**src/hdl/imu_gbc_pkg.sv**
```systemverilog
package imu_gbc_pkg;

    localparam int AxisW  = 16;
    localparam int CfgW   = 23;
    localparam int IdxW   = 3;
    localparam int NormSumW = 32;
    localparam int GyroSumW = 33;
    localparam int MagW   = 33;
    localparam int DivW   = 41;
    localparam int OutW   = 24;

    localparam logic [IdxW-1:0] REG_SAMPLE_COUNT      = 3'd0;
    localparam logic [IdxW-1:0] REG_NORM_SPREAD_LIMIT = 3'd1;
    localparam logic [IdxW-1:0] REG_GYRO_SPREAD_LIMIT = 3'd2;
    localparam logic [IdxW-1:0] REG_NORM_TARGET       = 3'd3;
    localparam logic [IdxW-1:0] REG_NORM_TOLERANCE    = 3'd4;
    localparam logic [IdxW-1:0] REG_BIAS_LIMIT        = 3'd5;

    localparam logic [15:0] RST_SAMPLE_COUNT      = 16'd6000;
    localparam logic [15:0] RST_NORM_SPREAD_LIMIT = 16'd390;
    localparam logic [15:0] RST_GYRO_SPREAD_LIMIT = 16'd141;
    localparam logic [15:0] RST_NORM_TARGET       = 16'd5461;
    localparam logic [15:0] RST_NORM_TOLERANCE    = 16'd279;
    localparam logic [22:0] RST_BIAS_LIMIT        = 23'd2403;

    localparam logic [2:0] ST_IDLE = 3'd0;
    localparam logic [2:0] ST_SQR  = 3'd1;
    localparam logic [2:0] ST_ROOT = 3'd2;
    localparam logic [2:0] ST_UPD  = 3'd3;
    localparam logic [2:0] ST_DIV  = 3'd4;
    localparam logic [2:0] ST_CHK  = 3'd5;
    localparam logic [2:0] ST_OUT  = 3'd6;

    typedef logic signed [15:0] axis_t;

endpackage

```
**src/hdl/imu_gyro_bias_calibrator.sv**
```systemverilog
// IMU stationary gyro bias calibrator.
// Input channel (in_valid/in_ready) takes one raw IMU request per sample:
// three accel axes, three gyro axes and gyro_ok. Samples with gyro_ok low
// reuse the last valid gyro values for the spread checks and add nothing to
// the gyro sums. The accel norm is the integer square root of the sum of
// squares.
// A window ends after sample_count samples, or early when a norm or gyro
// spread exceeds its limit. At window end one result leaves on the output
// channel (out_valid/out_ready): pass flag, early-abort flag, three gyro
// biases and the mean norm, all Q.8, rounded to nearest.
// Steps: a sample that does not end a window is squared axis by axis on the
// shared multiplier, passes 16 square-root steps and an update, and returns
// to idle. A window end adds an operand load, four times 41 divider steps
// and a check, and an output step; the shared divider makes one quotient bit
// per cycle.
// The result sits in an output register; while the receiver stalls the
// block keeps accepting samples, and stops only when a second result is
// ready before the first is taken.
// Reset restores the default configuration, clears the window and the
// last gyro values. Config writes (cfg_write/cfg_index/cfg_data) act at
// once and must come while the block is idle.
module imu_gyro_bias_calibrator
(
    input  logic                clk,
    input  logic                rst_n,
    input  logic                cfg_write,
    input  logic [2:0]          cfg_index,
    input  logic [22:0]         cfg_data,
    input  logic                in_valid,
    output logic                in_ready,
    input  logic signed [15:0]  accel_x,
    input  logic signed [15:0]  accel_y,
    input  logic signed [15:0]  accel_z,
    input  logic signed [15:0]  gyro_x,
    input  logic signed [15:0]  gyro_y,
    input  logic signed [15:0]  gyro_z,
    input  logic                gyro_ok,
    output logic                out_valid,
    input  logic                out_ready,
    output logic                passed,
    output logic                aborted_early,
    output logic signed [23:0]  bias_x,
    output logic signed [23:0]  bias_y,
    output logic signed [23:0]  bias_z,
    output logic [23:0]         mean_norm
);

    localparam logic [2:0] ST_CHK_NEXT = imu_gbc_pkg::ST_CHK;
    localparam logic [2:0] ST_IDLE = imu_gbc_pkg::ST_IDLE;
    localparam logic [2:0] ST_SQR  = imu_gbc_pkg::ST_SQR;
    localparam logic [2:0] ST_ROOT = imu_gbc_pkg::ST_ROOT;
    localparam logic [2:0] ST_UPD  = imu_gbc_pkg::ST_UPD;
    localparam logic [2:0] ST_DIV  = imu_gbc_pkg::ST_DIV;
    localparam logic [2:0] ST_OUT  = imu_gbc_pkg::ST_OUT;

    logic [15:0] sample_count_reg, norm_spread_reg, gyro_spread_reg;
    logic [15:0] norm_target_reg, norm_tol_reg;
    logic [22:0] bias_limit_reg;

    logic [2:0]  state_reg;
    logic [5:0]  cnt_reg;
    imu_gbc_pkg::axis_t acc_reg [3];
    imu_gbc_pkg::axis_t gin_reg [3];
    logic        gok_reg;

    logic [31:0] v_reg, res_reg, bit_reg;

    logic [15:0] idx_reg;
    logic [31:0] norm_sum_reg;
    logic signed [32:0] gsum_reg [3];
    logic [15:0] nmax_reg, nmin_reg;
    imu_gbc_pkg::axis_t gmax_reg [3];
    imu_gbc_pkg::axis_t gmin_reg [3];
    imu_gbc_pkg::axis_t last_reg [3];

    logic [1:0]  k_reg;
    logic [16:0] rem_reg;
    logic [40:0] dq_reg;
    logic        neg_reg;
    logic        abort_reg, pass_reg;
    logic [23:0] mean_reg;
    logic [23:0] bias_reg [3];

    logic        out_valid_reg, passed_reg, abort_out_reg;
    logic [23:0] bias_out_reg [3];
    logic [23:0] mean_out_reg;

    logic [15:0] den;
    assign den = (sample_count_reg == 16'd0) ? 16'd1 : sample_count_reg;

    imu_gbc_pkg::axis_t acc_sel;
    logic signed [31:0] prod;
    assign acc_sel = acc_reg[cnt_reg[1:0]];
    assign prod    = acc_sel * acc_sel;

    logic [31:0] trial;
    assign trial = res_reg + bit_reg;

    logic [15:0] norm;
    logic [15:0] nmax_new, nmin_new;
    imu_gbc_pkg::axis_t lg_new [3];
    imu_gbc_pkg::axis_t gmax_new [3];
    imu_gbc_pkg::axis_t gmin_new [3];
    logic        abort_now;
    logic [16:0] idx_plus;
    logic        done;
    logic signed [16:0] gspread [3];

    always_comb
    begin
        norm = res_reg[15:0];
        if (idx_reg == 16'd0)
        begin
            nmax_new = norm;
            nmin_new = norm;
        end
        else
        begin
            nmax_new = (norm > nmax_reg) ? norm : nmax_reg;
            nmin_new = (norm < nmin_reg) ? norm : nmin_reg;
        end
        abort_now = (nmax_new - nmin_new) > norm_spread_reg;
        for (int k = 0; k < 3; k++)
        begin
            lg_new[k] = gok_reg ? gin_reg[k] : last_reg[k];
            if (idx_reg == 16'd0)
            begin
                gmax_new[k] = lg_new[k];
                gmin_new[k] = lg_new[k];
            end
            else
            begin
                gmax_new[k] = (lg_new[k] > gmax_reg[k]) ? lg_new[k] : gmax_reg[k];
                gmin_new[k] = (lg_new[k] < gmin_reg[k]) ? lg_new[k] : gmin_reg[k];
            end
            gspread[k] = 17'(gmax_new[k]) - 17'(gmin_new[k]);
            if (gspread[k][15:0] > gyro_spread_reg)
                abort_now = 1'b1;
        end
        idx_plus = {1'b0, idx_reg} + 17'd1;
        done = abort_now || (idx_plus >= {1'b0, den});
    end

    // divider operand select
    logic [1:0]  ksel;
    logic [32:0] mag;
    logic        mag_neg;
    logic signed [32:0] gs_sel;
    logic [40:0] dividend;

    always_comb
    begin
        gs_sel = gsum_reg[0];
        mag_neg = 1'b0;
        if (ksel == 2'd0)
            mag = {1'b0, norm_sum_reg};
        else
        begin
            gs_sel  = gsum_reg[ksel - 2'd1];
            mag_neg = gs_sel[32];
            mag     = mag_neg ? 33'(-gs_sel) : 33'(gs_sel);
        end
        dividend = {mag, 8'd0} + 41'(den[15:1]);
    end

    logic [16:0] rem_sh;
    logic        rem_ge;
    assign rem_sh = {rem_reg[15:0], dq_reg[40]};
    assign rem_ge = rem_sh >= {1'b0, den};

    logic signed [41:0] mdiff;
    logic [41:0] mabs;
    logic        chk_fail;
    always_comb
    begin
        mdiff = $signed({1'b0, dq_reg}) - $signed({18'd0, norm_target_reg, 8'd0});
        mabs  = mdiff[41] ? 42'(-mdiff) : 42'(mdiff);
        if (k_reg == 2'd0)
            chk_fail = mabs > {18'd0, norm_tol_reg, 8'd0};
        else
            chk_fail = dq_reg > {18'd0, bias_limit_reg};
    end

    logic out_free;
    assign out_free = !out_valid_reg || out_ready;
    assign ksel = (state_reg == ST_CHK_NEXT && cnt_reg != 6'd63) ? (k_reg + 2'd1)
                                                                : 2'd0;

    assign in_ready = (state_reg == ST_IDLE);

    always_ff @(posedge clk or negedge rst_n)
    begin
        if (!rst_n)
        begin
            sample_count_reg <= imu_gbc_pkg::RST_SAMPLE_COUNT;
            norm_spread_reg  <= imu_gbc_pkg::RST_NORM_SPREAD_LIMIT;
            gyro_spread_reg  <= imu_gbc_pkg::RST_GYRO_SPREAD_LIMIT;
            norm_target_reg  <= imu_gbc_pkg::RST_NORM_TARGET;
            norm_tol_reg     <= imu_gbc_pkg::RST_NORM_TOLERANCE;
            bias_limit_reg   <= imu_gbc_pkg::RST_BIAS_LIMIT;
        end
        else if (cfg_write)
        begin
            case (cfg_index)
                imu_gbc_pkg::REG_SAMPLE_COUNT:      sample_count_reg <= cfg_data[15:0];
                imu_gbc_pkg::REG_NORM_SPREAD_LIMIT: norm_spread_reg  <= cfg_data[15:0];
                imu_gbc_pkg::REG_GYRO_SPREAD_LIMIT: gyro_spread_reg  <= cfg_data[15:0];
                imu_gbc_pkg::REG_NORM_TARGET:       norm_target_reg  <= cfg_data[15:0];
                imu_gbc_pkg::REG_NORM_TOLERANCE:    norm_tol_reg     <= cfg_data[15:0];
                imu_gbc_pkg::REG_BIAS_LIMIT:        bias_limit_reg   <= cfg_data;
                default: ;
            endcase
        end
    end

    always_ff @(posedge clk or negedge rst_n)
    begin
        if (!rst_n)
        begin
            state_reg     <= ST_IDLE;
            cnt_reg       <= '0;
            k_reg         <= '0;
            out_valid_reg <= 1'b0;
            idx_reg       <= '0;
            norm_sum_reg  <= '0;
            nmax_reg      <= '0;
            nmin_reg      <= '0;
            abort_reg     <= 1'b0;
            pass_reg      <= 1'b0;
            for (int k = 0; k < 3; k++)
            begin
                gsum_reg[k] <= '0;
                gmax_reg[k] <= '0;
                gmin_reg[k] <= '0;
                last_reg[k] <= '0;
            end
        end
        else
        begin
            if (out_valid_reg && out_ready && state_reg != ST_OUT)
                out_valid_reg <= 1'b0;
            case (state_reg)
                ST_IDLE:
                begin
                    if (in_valid)
                    begin
                        acc_reg[0] <= accel_x;
                        acc_reg[1] <= accel_y;
                        acc_reg[2] <= accel_z;
                        gin_reg[0] <= gyro_x;
                        gin_reg[1] <= gyro_y;
                        gin_reg[2] <= gyro_z;
                        gok_reg    <= gyro_ok;
                        v_reg      <= '0;
                        cnt_reg    <= '0;
                        state_reg  <= ST_SQR;
                    end
                end
                ST_SQR:
                begin
                    v_reg <= v_reg + 32'(prod);
                    if (cnt_reg == 6'd2)
                    begin
                        cnt_reg   <= '0;
                        res_reg   <= '0;
                        bit_reg   <= 32'h4000_0000;
                        state_reg <= ST_ROOT;
                    end
                    else
                        cnt_reg <= cnt_reg + 6'd1;
                end
                ST_ROOT:
                begin
                    if (v_reg >= trial)
                    begin
                        v_reg   <= v_reg - trial;
                        res_reg <= (res_reg >> 1) + bit_reg;
                    end
                    else
                        res_reg <= res_reg >> 1;
                    bit_reg <= bit_reg >> 2;
                    if (cnt_reg == 6'd15)
                        state_reg <= ST_UPD;
                    cnt_reg <= cnt_reg + 6'd1;
                end
                ST_UPD:
                begin
                    nmax_reg     <= nmax_new;
                    nmin_reg     <= nmin_new;
                    norm_sum_reg <= norm_sum_reg + {16'd0, norm};
                    idx_reg      <= idx_plus[15:0];
                    for (int k = 0; k < 3; k++)
                    begin
                        last_reg[k] <= lg_new[k];
                        gmax_reg[k] <= gmax_new[k];
                        gmin_reg[k] <= gmin_new[k];
                        if (gok_reg)
                            gsum_reg[k] <= gsum_reg[k] + 33'(gin_reg[k]);
                    end
                    if (done)
                    begin
                        abort_reg <= abort_now;
                        pass_reg  <= !abort_now;
                        k_reg     <= '0;
                        state_reg <= ST_CHK_NEXT;
                        cnt_reg   <= 6'd63;
                    end
                    else
                        state_reg <= ST_IDLE;
                end
                ST_DIV:
                begin
                    rem_reg <= rem_ge ? (rem_sh - {1'b0, den}) : rem_sh;
                    dq_reg  <= {dq_reg[39:0], rem_ge};
                    if (cnt_reg == 6'd40)
                        state_reg <= ST_CHK_NEXT;
                    cnt_reg <= cnt_reg + 6'd1;
                end
                ST_CHK_NEXT:
                begin
                    // first pass only loads the norm operand
                    if (cnt_reg == 6'd63)
                    begin
                        dq_reg    <= dividend;
                        neg_reg   <= mag_neg;
                        rem_reg   <= '0;
                        cnt_reg   <= '0;
                        k_reg     <= '0;
                        state_reg <= ST_DIV;
                    end
                    else
                    begin
                        if (chk_fail)
                            pass_reg <= 1'b0;
                        if (k_reg == 2'd0)
                            mean_reg <= dq_reg[23:0];
                        else
                            bias_reg[k_reg - 2'd1] <= neg_reg ? 24'(-dq_reg[23:0])
                                                              : dq_reg[23:0];
                        if (k_reg == 2'd3)
                            state_reg <= ST_OUT;
                        else
                        begin
                            dq_reg    <= dividend;
                            neg_reg   <= mag_neg;
                            rem_reg   <= '0;
                            cnt_reg   <= '0;
                            k_reg     <= k_reg + 2'd1;
                            state_reg <= ST_DIV;
                        end
                    end
                end
                ST_OUT:
                begin
                    if (out_free)
                    begin
                        out_valid_reg <= 1'b1;
                        passed_reg    <= pass_reg;
                        abort_out_reg <= abort_reg;
                        mean_out_reg  <= mean_reg;
                        for (int k = 0; k < 3; k++)
                            bias_out_reg[k] <= bias_reg[k];
                        idx_reg      <= '0;
                        norm_sum_reg <= '0;
                        nmax_reg     <= '0;
                        nmin_reg     <= '0;
                        for (int k = 0; k < 3; k++)
                        begin
                            gsum_reg[k] <= '0;
                            gmax_reg[k] <= '0;
                            gmin_reg[k] <= '0;
                        end
                        state_reg <= ST_IDLE;
                    end
                end
                default:
                    state_reg <= ST_IDLE;
            endcase
        end
    end

    assign out_valid     = out_valid_reg;
    assign passed        = passed_reg;
    assign aborted_early = abort_out_reg;
    assign bias_x        = bias_out_reg[0];
    assign bias_y        = bias_out_reg[1];
    assign bias_z        = bias_out_reg[2];
    assign mean_norm     = mean_out_reg;

`ifndef SYNTHESIS
    a_flags_exclusive: assert property (@(posedge clk) disable iff (!rst_n)
        out_valid |-> !(passed && aborted_early))
        else $error("pass and early abort both set");
    a_busy_after_accept: assert property (@(posedge clk) disable iff (!rst_n)
        in_valid && in_ready |=> !in_ready)
        else $error("accepted a request while busy");
    a_div_count: assert property (@(posedge clk) disable iff (!rst_n)
        state_reg == ST_DIV |-> cnt_reg <= 6'd40)
        else $error("divider step count overrun");
`endif

endmodule

```
**config.mk**
```make
export PLATFORM = sky130hd
export DESIGN_NAME = imu_gyro_bias_calibrator
export DESIGN_NICKNAME = d
export VERILOG_FILES = /design/src/hdl/imu_gbc_pkg.sv /design/src/hdl/imu_gyro_bias_calibrator.sv
export SDC_FILE = /design/constraint.sdc
export NUM_CORES = 2
export LEC_CHECK = 0
export BUFFER_PORTS_ARGS = -buffer_cell sky130_fd_sc_hd__clkbuf_2
export CAP_MARGIN = 20
export CORE_ASPECT_RATIO = 0.9
export CORE_MARGIN = 3
export CORE_UTILIZATION = 48
export DETAILED_ROUTE_END_ITERATION = 10
export HOLD_SLACK_MARGIN = 0.15
export PLACE_DENSITY_LB_ADDON = 0.2
export SETUP_SLACK_MARGIN = 0.2
export SYNTH_ARGS = -nofsm -noshare
export SYNTH_HDL_FRONTEND = slang
export SYNTH_SLANG_ARGS = --single-unit
```
**constraint.sdc**
```tcl
create_clock -name clk -period 24.3 [get_ports clk]
set_clock_uncertainty 0.15 [all_clocks]
set_input_delay 1.215 -clock clk [delete_from_list [all_inputs] [get_ports clk]]
set_output_delay 1.215 -clock clk [all_outputs]
set_load 0.02 [all_outputs]
```
# == Yosys cells after proc, flatten, opt, wreduce, memory -nomap -nowiden ==
# Memories as Yosys holds them, arrays and structs flattened.
# Index checks and enable logic that the tools add are counted.
# word_totals
output_inout_bits,100
ram_bits,240
n_memories,4
input_bits,128
wordCells,260
ff_bits,645
# mem_list
memory,depth,word_bits,read_ports,rd_ports_with_merged_regs,write_ports,line,source
bias_out_reg,3,24,3,0,3,imu_gyro_bias_calibrator.sv:85,logic [23:0] bias_out_reg [3];
bias_reg,3,24,3,0,1,imu_gyro_bias_calibrator.sv:82,logic [23:0] bias_reg [3];
acc_reg,3,16,1,0,3,imu_gyro_bias_calibrator.sv:62,imu_gbc_pkg::axis_t acc_reg [3];
gin_reg,3,16,3,0,3,imu_gyro_bias_calibrator.sv:63,imu_gbc_pkg::axis_t gin_reg [3];
# op_classes
magnitude_cmp,18
n_mul,1
n_mux,100
bitwise_logic,2
addsub,23
reduce_logical,43
n_eq_ne,30
# op_table
cell,n
$mux W16,24
$mux W33,7
$pmux W99 S2,1
$mux W32,6
$pmux W32 S2,3
$pmux W48 S2,2
$gt A16 B16 Y1,8
$pmux W16 S2,4
$add A33 B16 Y33,3
$mux W99,1
$pmux W32 S3,1
$mux W41,2
$pmux W41 S2,1
$sub A16 B16 Y16,5
$bmux W33 S2,1
$add A32 B32 Y32,2
$lt A16 B16 Y1,4
$mux W48,1
$gt A42 B24 Y1,1
$mux W42,1
$neg A42 Y42,1
$sub A41 B24 Y42,1
$add A41 B15 Y41,1
$gt A41 B23 Y1,1
other kinds (48),135

# == Logic depth before layout (Yosys ltp) ==
# logic_depth
depth_word,15
mapped_depth,42

# == Least setup slack after synthesis ==
# Ideal clock, no wire load.
# synth_path
path_kind,input to register
start,in rst_n
end,reg dq_reg[0] (enable)
path_stages,2
path_buffers,0
setup_ns,0.777
t_arrival_ns,10.199
path_slack_ns,13.175
required_ns,23.373
cell_sequence,inv_1 a2111oi_0
# synth_via
elab_chain_len,1
# synth_rtl
item,line,source
"start, declared",imu_gyro_bias_calibrator.sv:25,"input logic rst_n,"
$reduce_and A3 Y1 (no line),n/a,
"end signal, assigned",imu_gyro_bias_calibrator.sv:314,"dq_reg <= {dq_reg[39:0], rem_ge};"
"end signal, assigned",imu_gyro_bias_calibrator.sv:324,dq_reg <= dividend;
"end signal, assigned",imu_gyro_bias_calibrator.sv:344,dq_reg <= dividend;
"end, declared",imu_gyro_bias_calibrator.sv:78,logic [40:0] dq_reg;
# No other way between the ends.
# A chain may end at the register's enable or synchronous reset.

# == Final worst setup path ==
# layout_path
start,reg res_reg[1]
end,reg cnt_reg[3]
# layout_via
elab_chain_len,11
word_cells_on_any_way,14
classes_between,add/sub (1); order compare (3); eq/ne (1); mux (7); reduce/logical (2)
# layout_rtl
item,line,source
"start, declared",imu_gyro_bias_calibrator.sv:66,"logic [31:0] v_reg, res_reg, bit_reg;"
"start signal, assigned",imu_gyro_bias_calibrator.sv:277,res_reg <= (res_reg >> 1) + bit_reg;
"start signal, assigned",imu_gyro_bias_calibrator.sv:280,res_reg <= res_reg >> 1;
$gt A16 B16 Y1 / $lt A16 B16 Y1 (equally long branches),"imu_gyro_bias_calibrator.sv:119, imu_gyro_bias_calibrator.sv:120",
"$mux W16, on equally long branches","imu_gyro_bias_calibrator.sv:119, imu_gyro_bias_calibrator.sv:120",
$mux W16,imu_gyro_bias_calibrator.sv:112,if (idx_reg == 16'd0)
$sub A16 B16 Y16 (*),imu_gyro_bias_calibrator.sv:122,abort_now = (nmax_new - nmin_new) > norm_spread_reg;
$gt A16 B16 Y1 (*),imu_gyro_bias_calibrator.sv:122,
$mux W1 (*) (3 in a row),imu_gyro_bias_calibrator.sv:137,if (gspread[k][15:0] > gyro_spread_reg)
$logic_or A1 B1 Y1 (*),imu_gyro_bias_calibrator.sv:141,"done = abort_now || (idx_plus >= {1'b0, den});"
$ne A2 B2 Y1 (no line) (*),n/a,
$reduce_and A4 Y1 (no line) (*),n/a,
"end signal, assigned",imu_gyro_bias_calibrator.sv:270,cnt_reg <= cnt_reg + 6'd1;
"end signal, assigned",imu_gyro_bias_calibrator.sv:284,cnt_reg <= cnt_reg + 6'd1;
"end signal, assigned",imu_gyro_bias_calibrator.sv:317,cnt_reg <= cnt_reg + 6'd1;
"end, declared",imu_gyro_bias_calibrator.sv:61,logic [5:0] cnt_reg;
# Every way passes the cells marked *; elsewhere a longest branch is shown, timed or not.

==> reports/qor.txt <==
Critical Path Start Type = flop
post-route antenna net violation count = 0
number of synthesized register bits = 869
total gr overflow = 0
storage element area = 23930 sq um
Crit-path slowest cell = a2111oi_0
cts bufs inserted = 99
Post-synth top flop = edfxtp_1
initial antenna violation count = 5
die area = 142600 sq um
via count = 51485
Yosys top cell by area = edfxtp_1
clock latency on the worst-skew pair = 750 ps
worst reg2reg setup slack = 14600 ps
Post-Route Utilization = 0.5356
Rows = 128
Top Ports = 228
die width = 397.7 um
maxcap violations = 0
Reg clk slew, reported paths = 60 ps
YS warnings = 0
asr flop ratio synth = 0.5063
EDFF count, synth = 429
CP Max Fanout = 19
Post-Syn Instances = 6903
Synth area leaders = edfxtp_1 (19%), dfrtp_1 (15%), ha_1 (12%), fa_1 (8.5%), nand2_1 (4.1%)
Initial Util = 0.4863
Crit path largest cell delay = 920 ps
Finished Layout Cells = 8959
Setup CP Type = reg2reg
GRT Util Overall = 0.2533
CTS tree = yes
Crit. End Element = flop
cell depth of the worst flop-to-flop path = 35
Mapped Area = 66280 sq um
routability cong. = 0.9093
buffers added on ports = 227
count leader, synth = nand2_1
Avg Vias per Cell = 5.747
status = finished clean
router iterations before antenna repair = 6
largest net degree at the start of global routing = 195
synthesized area per cell = 9.601 sq um
RSZ-0062 raised after global routing = no
fillers = 12112
top post-synthesis cells by count = nand2_1 (718), inv_1 (639), ha_1 (634)
Reg-to-Reg Start = res_reg[1]
Hold-fix buffers, CTS = 0
Max Slew Vio Count = 0
area of the multi-input gates = 39010 sq um
final worst path period need = 9698 ps
Max Freq = 103.1 MHz
Root Buffer = clkbuf_16
Die Ht = 358.5 um
WL/cell = 20.25 um
crit path DAT = 10130 ps
Most Frequent Cell on Critical Path = a21o_1
setup_tns = 0 ps
Final nets = 8093
syn nets = 7945
Post-DP HPWL = 136.9 mm
Slew @ Worst Pin = 1091 ps
H-tree levels = 3
final WL = 181.4 mm
worst min path class = in2async
Seq/Total Area, Yosys = 0.3611
Final setup viols = 0
first-pass GRT wire length = 285.1 mm
dpl cells = 8767
Buf+Inv Stages, Crit Path = 1
core area = 136300 sq um
Netlist cell types = 102
CP delay by family, top = compound AO/OA/AOI/OAI gates
vias in the first global route = 49647
slew margin rel. = 0.2707
Critical Path RT = 24730 ps
post-cts repair resize count = 0
Synth top area share = 0.1944
clock tree buffer depth = 3
R2R Path End = cnt_reg[3]
share of post-route cells with drive strength above 1 = 0.1007
Initial DRC Count = 4209
clock sink total = 869
max reg flops = 99
WP depth = 35
drt drc = 0
synthesis-to-finish area growth = 10.13%
Final Hold Fails = 0
postcts setup bufs = 0
period utilization = 0.3991
## per-layer routing
metal	share of wire	up-vias	track usage	wire length, um
met4	0.026	2	0.06637	4709
met2	0.45	1480	0.3971	80980
met1	0.47	24988	0.3700	85110
met5	0.000072	-	0	13
li1	-	24763	-	-
met3	0.058	252	0.03393	10600
## cell usage in the layout (no fill, tap or decap), drive strengths merged, types with 117 or more instances in the layout
cell	count
xor2	170
a21o	148
a21oi	341
mux2	135
clkbuf	351
inv	651
xnor2	219
fa	280
nor3	117
ha	634
nand3	285
edfxtp	429
nor2	415
nand2	718
dfrtp	407
o21ai	523
## kinds of logic after synthesis
kind of cell,after synthesis,share of synthesized area
compound gates,1600,0.1517
xor+xnor,389,0.05141
fa+ha+maj,914,0.2043
buf+inv,916,0.05256
flops,869,0.3611
mux,249,0.04021
simple gates,1966,0.1387
## metrics by stage
stage	cell area [sq um]	hold slack (ps)	worst slack, ps
after CTS	72950	205.8	14910
after global routing	72990	228.0	14120
after detailed placement	69460	254.5	14990
after global placement	69450	250.7	15120
final	72990	239.6	14600
after floorplan	66280	250.3	13170
## worst max path at each step
stage,startpoint,end,slack [ps]
after detailed placement,res_reg[1],cnt_reg[3],14990
after global placement,res_reg[1],cnt_reg[2],15120
final,res_reg[1],cnt_reg[3],14600
after CTS,res_reg[1],cnt_reg[3],14910
after floorplan,rst_n,dq_reg[0],13170
after global routing,res_reg[1],cnt_reg[2],14120
## final cells by class
type / count / share of cell area
Clock inverter: 64 / 0.01082
Multi-Input combinational cell: 5118 / 0.5344
Tap cell: 1820 / 0.03120
Timing Repair Buffer: 310 / 0.02499
Antenna cell: 1 / 0.00003428
Clock buffer: 124 / 0.03706
Sequential cell: 869 / 0.3279
Inverter: 653 / 0.03361
Power is not shown: default switching activity piles up to over one toggle a cycle in this logic, so the estimate is an artifact.
